$ cat src/rtl/core/rbst_pkg.sv
// Shared constants and types for the ray versus box slab test.
// No dependencies.
package rbst_pkg;

    localparam int COORD_WIDTH_DEF = 32;
    localparam int FRAC_BITS_DEF   = 16;
    localparam int CFG_ADDR_W      = 3;
    localparam int AXES            = 3;

    localparam logic [CFG_ADDR_W-1:0] REG_BOX_MIN_X = 3'd0;
    localparam logic [CFG_ADDR_W-1:0] REG_BOX_MIN_Y = 3'd1;
    localparam logic [CFG_ADDR_W-1:0] REG_BOX_MIN_Z = 3'd2;
    localparam logic [CFG_ADDR_W-1:0] REG_BOX_MAX_X = 3'd3;
    localparam logic [CFG_ADDR_W-1:0] REG_BOX_MAX_Y = 3'd4;
    localparam logic [CFG_ADDR_W-1:0] REG_BOX_MAX_Z = 3'd5;

    // per-axis flags that travel alongside the dividers
    typedef struct packed {
        logic [AXES-1:0] neg_lo;
        logic [AXES-1:0] neg_hi;
        logic [AXES-1:0] dzero;
        logic [AXES-1:0] outslab;
    } rbst_side_t;

endpackage

$ cat src/rtl/core/rbst_eval.sv
// Back end: signs the slab parameters, folds entry and exit, decides hit.
// Depends on rbst_pkg.
module rbst_eval import rbst_pkg::*; #(
    parameter int W = COORD_WIDTH_DEF
) (
    input  logic         clk,
    input  logic         rst_n,
    input  logic         en,
    input  logic         in_vld,
    input  rbst_side_t   side,
    input  logic [W-2:0] q_lo [AXES],
    input  logic [W-2:0] q_hi [AXES],
    output logic         out_vld,
    output logic         hit
);

    localparam logic signed [W-1:0] LIM = {1'b0, {(W-1){1'b1}}};

    logic                a_vld_reg, b_vld_reg, c_vld_reg, d_vld_reg;
    logic signed [W-1:0] t_lo_reg [AXES];
    logic signed [W-1:0] t_hi_reg [AXES];
    logic [AXES-1:0]     a_dzero_reg, a_out_reg;
    logic signed [W-1:0] nr_reg [AXES];
    logic signed [W-1:0] fr_reg [AXES];
    logic [AXES-1:0]     b_dzero_reg, b_out_reg;
    logic signed [W-1:0] entry_reg, exit_reg, entry_next, exit_next;
    logic                inside_reg, zmiss_reg, hit_reg;

    always_ff @(posedge clk or negedge rst_n)
    begin
        if (!rst_n)
        begin
            a_vld_reg <= 1'b0;
            b_vld_reg <= 1'b0;
            c_vld_reg <= 1'b0;
            d_vld_reg <= 1'b0;
        end
        else if (en)
        begin
            a_vld_reg <= in_vld;
            b_vld_reg <= a_vld_reg;
            c_vld_reg <= b_vld_reg;
            d_vld_reg <= c_vld_reg;
        end
    end

    genvar a;
    generate
        for (a = 0; a < AXES; a++) begin : g_axis
            logic signed [W-1:0] pl, ph;
            assign pl = $signed({1'b0, q_lo[a]});
            assign ph = $signed({1'b0, q_hi[a]});
            always_ff @(posedge clk)
            begin
                if (en)
                begin
                    t_lo_reg[a] <= side.neg_lo[a] ? -pl : pl;
                    t_hi_reg[a] <= side.neg_hi[a] ? -ph : ph;
                    if (a_dzero_reg[a])
                    begin
                        nr_reg[a] <= '0;
                        fr_reg[a] <= LIM;
                    end
                    else if (t_lo_reg[a] < t_hi_reg[a])
                    begin
                        nr_reg[a] <= t_lo_reg[a];
                        fr_reg[a] <= t_hi_reg[a];
                    end
                    else
                    begin
                        nr_reg[a] <= t_hi_reg[a];
                        fr_reg[a] <= t_lo_reg[a];
                    end
                end
            end
        end
    endgenerate

    always_comb
    begin
        entry_next = '0;
        exit_next  = LIM;
        for (int i = 0; i < AXES; i++)
        begin
            if (nr_reg[i] > entry_next)
                entry_next = nr_reg[i];
            if (fr_reg[i] < exit_next)
                exit_next = fr_reg[i];
        end
    end

    always_ff @(posedge clk)
    begin
        if (en)
        begin
            a_dzero_reg <= side.dzero;
            a_out_reg   <= side.outslab;
            b_dzero_reg <= a_dzero_reg;
            b_out_reg   <= a_out_reg;
            entry_reg   <= entry_next;
            exit_reg    <= exit_next;
            inside_reg  <= ~|b_out_reg;
            zmiss_reg   <= |(b_out_reg & b_dzero_reg);
            hit_reg     <= inside_reg | (!zmiss_reg && (entry_reg <= exit_reg));
        end
    end

    assign out_vld = d_vld_reg;
    assign hit     = hit_reg;

endmodule

$ cat config.mk
export PLATFORM = sky130hd
export DESIGN_NAME = rbst_eval
export DESIGN_NICKNAME = d
export VERILOG_FILES = /design/src/rtl/core/rbst_pkg.sv /design/src/rtl/core/rbst_eval.sv
export SDC_FILE = /design/constraint.sdc
export NUM_CORES = 1
export LEC_CHECK = 0
export ABC_AREA = 0
export BUFFER_PORTS_ARGS = -buffer_cell sky130_fd_sc_hd__buf_2
export CORE_MARGIN = 5
export CORE_UTILIZATION = 50
export DETAILED_ROUTE_END_ITERATION = 8
export PLACE_DENSITY = 0.72
export SYNTH_ARGS = -nofsm -noshare
export SYNTH_HDL_FRONTEND = slang
export SYNTH_SLANG_ARGS = --single-unit
export TNS_END_PERCENT = 5
$ cat constraint.sdc
create_clock -name clk -period 6.6 [get_ports clk]
set_clock_uncertainty 0.15 [all_clocks]
set_input_delay 1.32 -clock clk [delete_from_list [all_inputs] [get_ports clk]]
set_output_delay 1.32 -clock clk [all_outputs]
set_load 0.03 [all_outputs]
==> results.json <==
{
  "row_count": 90,
  "busiest_layer": "met2",
  "areaGrowthSynthToFinish_pct": 12.25,
  "ant_nets": 0,
  "path_clk_slew_ps": 60,
  "ys_warn_count": 0,
  "post-route-util": 0.5651,
  "fill_cells": 5020,
  "initial_utilization": 0.5034,
  "intPower_mw": 6.338,
  "yosysSeqAreaShare": 0.4617,
  "max-cap-violations": 0,
  "dieWidth_um": 256.3,
  "core_um2": 60250,
  "synth_ff_type": "edfxtp_1",
  "leakage_nw": 13.75,
  "synth-edff-count": 463,
  "drcViolationCount": 0,
  "hold_violations": 0,
  "cts_buffers": 50,
  "p_seq_frac": 0.439,
  "grt_overflow": 0,
  "max_freq_mhz": 156.8,
  "ys_ff_latch": 467,
  "final-seq-area_um2": 14000,
  "period_share": 0.9661,
  "crit_type": "flop to flop",
  "synthArstFlopShare": 0.008565,
  "cts_tree": "yes",
  "crit_slowest_cell": "edfxtp_1",
  "power_frac_comb": 0.260,
  "syn_area_per_cell_um2": 10.43,
  "p_per_area_nw_per_um2": 270.1,
  "worst_hold_slack_ps": 274.3,
  "num_vias": 23660,
  "routabilityCongestion": 0.9396,
  "cp-end-kind": "flop",
  "final_cell_mix": "edfxtp_1 (463), ha_1 (257), nand2_1 (251), inv_1 (214), buf_2 (202)",
  "grt_use_met3": 0.02686,
  "dp_cells": 3769,
  "clockBufferDepth": 3,
  "antenna_found_initial": 1,
  "die_h_um": 256.3,
  "syn_nets": 3366,
  "nets": 3509,
  "grt_max_degree": 188,
  "grt_pass1_vias": 22590,
  "path_delay_family": "simple AND/OR/NAND/NOR gates",
  "crit_arrival_ps": 6570,
  "finalSetupViolations": 0,
  "drive_above_1_share": 0.1385,
  "dr.first_iter.drc_count": 2407,
  "fin_crit_ps": 6377,
  "cts_sinks": 467,
  "layout_commonest_cell": "edfxtp_1",
  "crit_path_max_fanout": 17,
  "met2_usage": 0.4035,
  "cts_max_level": 2,
  "io_buffers": 203,
  "holdBufCountCts": 0,
  "drv_slew": 0,
  "worst_pin_slew_ps": 1346,
  "wl_per_cell_um": 20.66,
  "gr-usage-all-layers": 0.2322,
  "reg2reg_slack_ps": 220,
  "drtPass1Iterations": 7,
  "dieArea_um2": 65680,
  "syn_area_um2": 30330,
  "dp_hpwl_um": 61070,
  "status": "finished, final reports clean",
  "grt_pass1_wl_um": 123700,
  "multi_input_area_um2": 15070,
  "vias_per_cell": 6.107,
  "cp.buffers_inverters": 6,
  "syn_inst": 2907,
  "cp_common_cell": "buf_4",
  "synthDistinctLibCells": 66,
  "io_pins": 204,
  "clockPowerShare": 0.300,
  "fin_cells": 3874,
  "grt_use_met1": 0.3130,
  "relSlewSlack": 0.1002,
  "p_switching_mw": 2.857,
  "worstHoldPathType": "flop to flop",
  "ir_drop_mv": 0.1946,
  "cts-root-buf": "clkbuf_16",
  "drt_wl_total_um": 80050,
  "clkLatencyLatePin_ps": 590,
  "startpoint_type": "flop",
  "max_stage_delay_ps": 390,
  "swShare": 0.3107,
  "critPathRequiredTime_ps": 6790
}
==> cells by family after synthesis <==
logic type / share of synthesized area
flops: 0.4617
fa+ha+maj: 0.1060
other cells: 0.0001236
buf+inv: 0.04753
compound gates: 0.1366
mux: 0.05541
xor+xnor: 0.05025
simple gates: 0.1424
==> timing repair <==
action | in CTS | in global routing
gates resized for setup | 2 | 20
setup buffers | 0 | 10
pin swaps | 0 | 15
cloned | 0 | 1
setup endpoints to repair | 32 | 32
==> worst paths after layout <==
path / start / end / depth (start not counted)
setup / recovery: nr_reg[0][4]$_DFFE_PP_ / entry_reg[31]$_DFFE_PP_ / 29
hold / removal: a_out_reg[1]$_DFFE_PP_ / b_out_reg[1]$_DFFE_PP_ / 0
setup reg to reg: nr_reg[0][4]$_DFFE_PP_ / entry_reg[31]$_DFFE_PP_ / 29
hold reg to reg: a_out_reg[1]$_DFFE_PP_ / b_out_reg[1]$_DFFE_PP_ / 0
max in group asynchronous: rst_n / out_vld$_DFFE_PN0P_ / 1
min in group asynchronous: rst_n / a_vld_reg$_DFFE_PN0P_ / 1
==> power by group through the flow <==
| stage | logic, mW | clock network, mW | registers [mW] |
|---|---|---|---|
| 2_1_floorplan | 1.64 | 0 | 3.94 |
| 3_3_place_gp | 2.24 | 0 | 4.09 |
| 3_5_place_dp | 2.34 | 0 | 4.09 |
| 4_1_cts | 2.36 | 2.81 | 4.03 |
| 5_1_grt | 2.65 | 2.93 | 4.07 |
| 6_report | 2.39 | 2.76 | 4.04 |
==> layout make-up <==
type	count	area share
multi-input combinational	2058	0.4427
antenna	1	0.00007351
clock inverter	34	0.008674
clock buffer	59	0.03837
timing repair buffer	259	0.04653
sequential	467	0.4113
tap	782	0.02874
inverter	214	0.02360
==> layer usage <==
metal	up-vias	wire length, um
met1	11450	33920
met3	122	4678
met2	813	39570
li1	11270	-
met5	-	0
met4	0	1886
==> worst register-to-register path: cells and delay by family, from the launching register on <==
kind | cells | cell delay, ps
and+or+nand+nor | 11 | 2250
buffers and inverters | 6 | 970
DFF | 1 | 390
adders and majority gates | 2 | 430
muxes | 1 | 370
AOI/OAI and AO/OA | 9 | 1600
==> metrics by stage <==
stage | setup slack (ps) | area [um2] | power [mW] | setup TNS [ps]
after floorplan | 617.0 | 30330 | 5.584 | 0
after global placement | -25.23 | 32240 | 6.326 | -446.8
after detailed placement | -90.72 | 32240 | 6.435 | -1896
after CTS | 55.07 | 33850 | 9.202 | 0
after global routing | -10.67 | 34040 | 9.652 | -12.20
final | 223.4 | 34040 | 9.196 | 0
==> cells in the mapped netlist, types with 10 or more instances <==
cell / instances / area share
o31ai_1: 47 / 0.012
o41ai_1: 25 / 0.0072
and2_1: 32 / 0.0066
nand4_1: 110 / 0.023
ha_1: 257 / 0.11
nand2_1: 253 / 0.031
clkbuf_1: 143 / 0.018
nor4_1: 83 / 0.017
o211ai_1: 44 / 0.011
nand2b_1: 30 / 0.0062
or2_2: 10 / 0.0021
mux2i_1: 160 / 0.053
or4_1: 23 / 0.0057
o21ai_0: 118 / 0.019
a31o_2: 32 / 0.0092
buf_1: 19 / 0.0024
o21a_1: 11 / 0.0027
o22ai_1: 31 / 0.0064
a31oi_1: 65 / 0.013
nor2_1: 130 / 0.016
nor2b_1: 21 / 0.0043
a211oi_1: 36 / 0.0089
nand3_1: 52 / 0.0086
nor3_1: 60 / 0.0099
inv_1: 214 / 0.026
xnor2_1: 170 / 0.049
edfxtp_1: 463 / 0.46
or3_1: 26 / 0.0054
a21o_1: 63 / 0.016
a21oi_1: 58 / 0.0096
a22oi_1: 33 / 0.0082
Note: power is estimated with default switching activity, not from simulation.
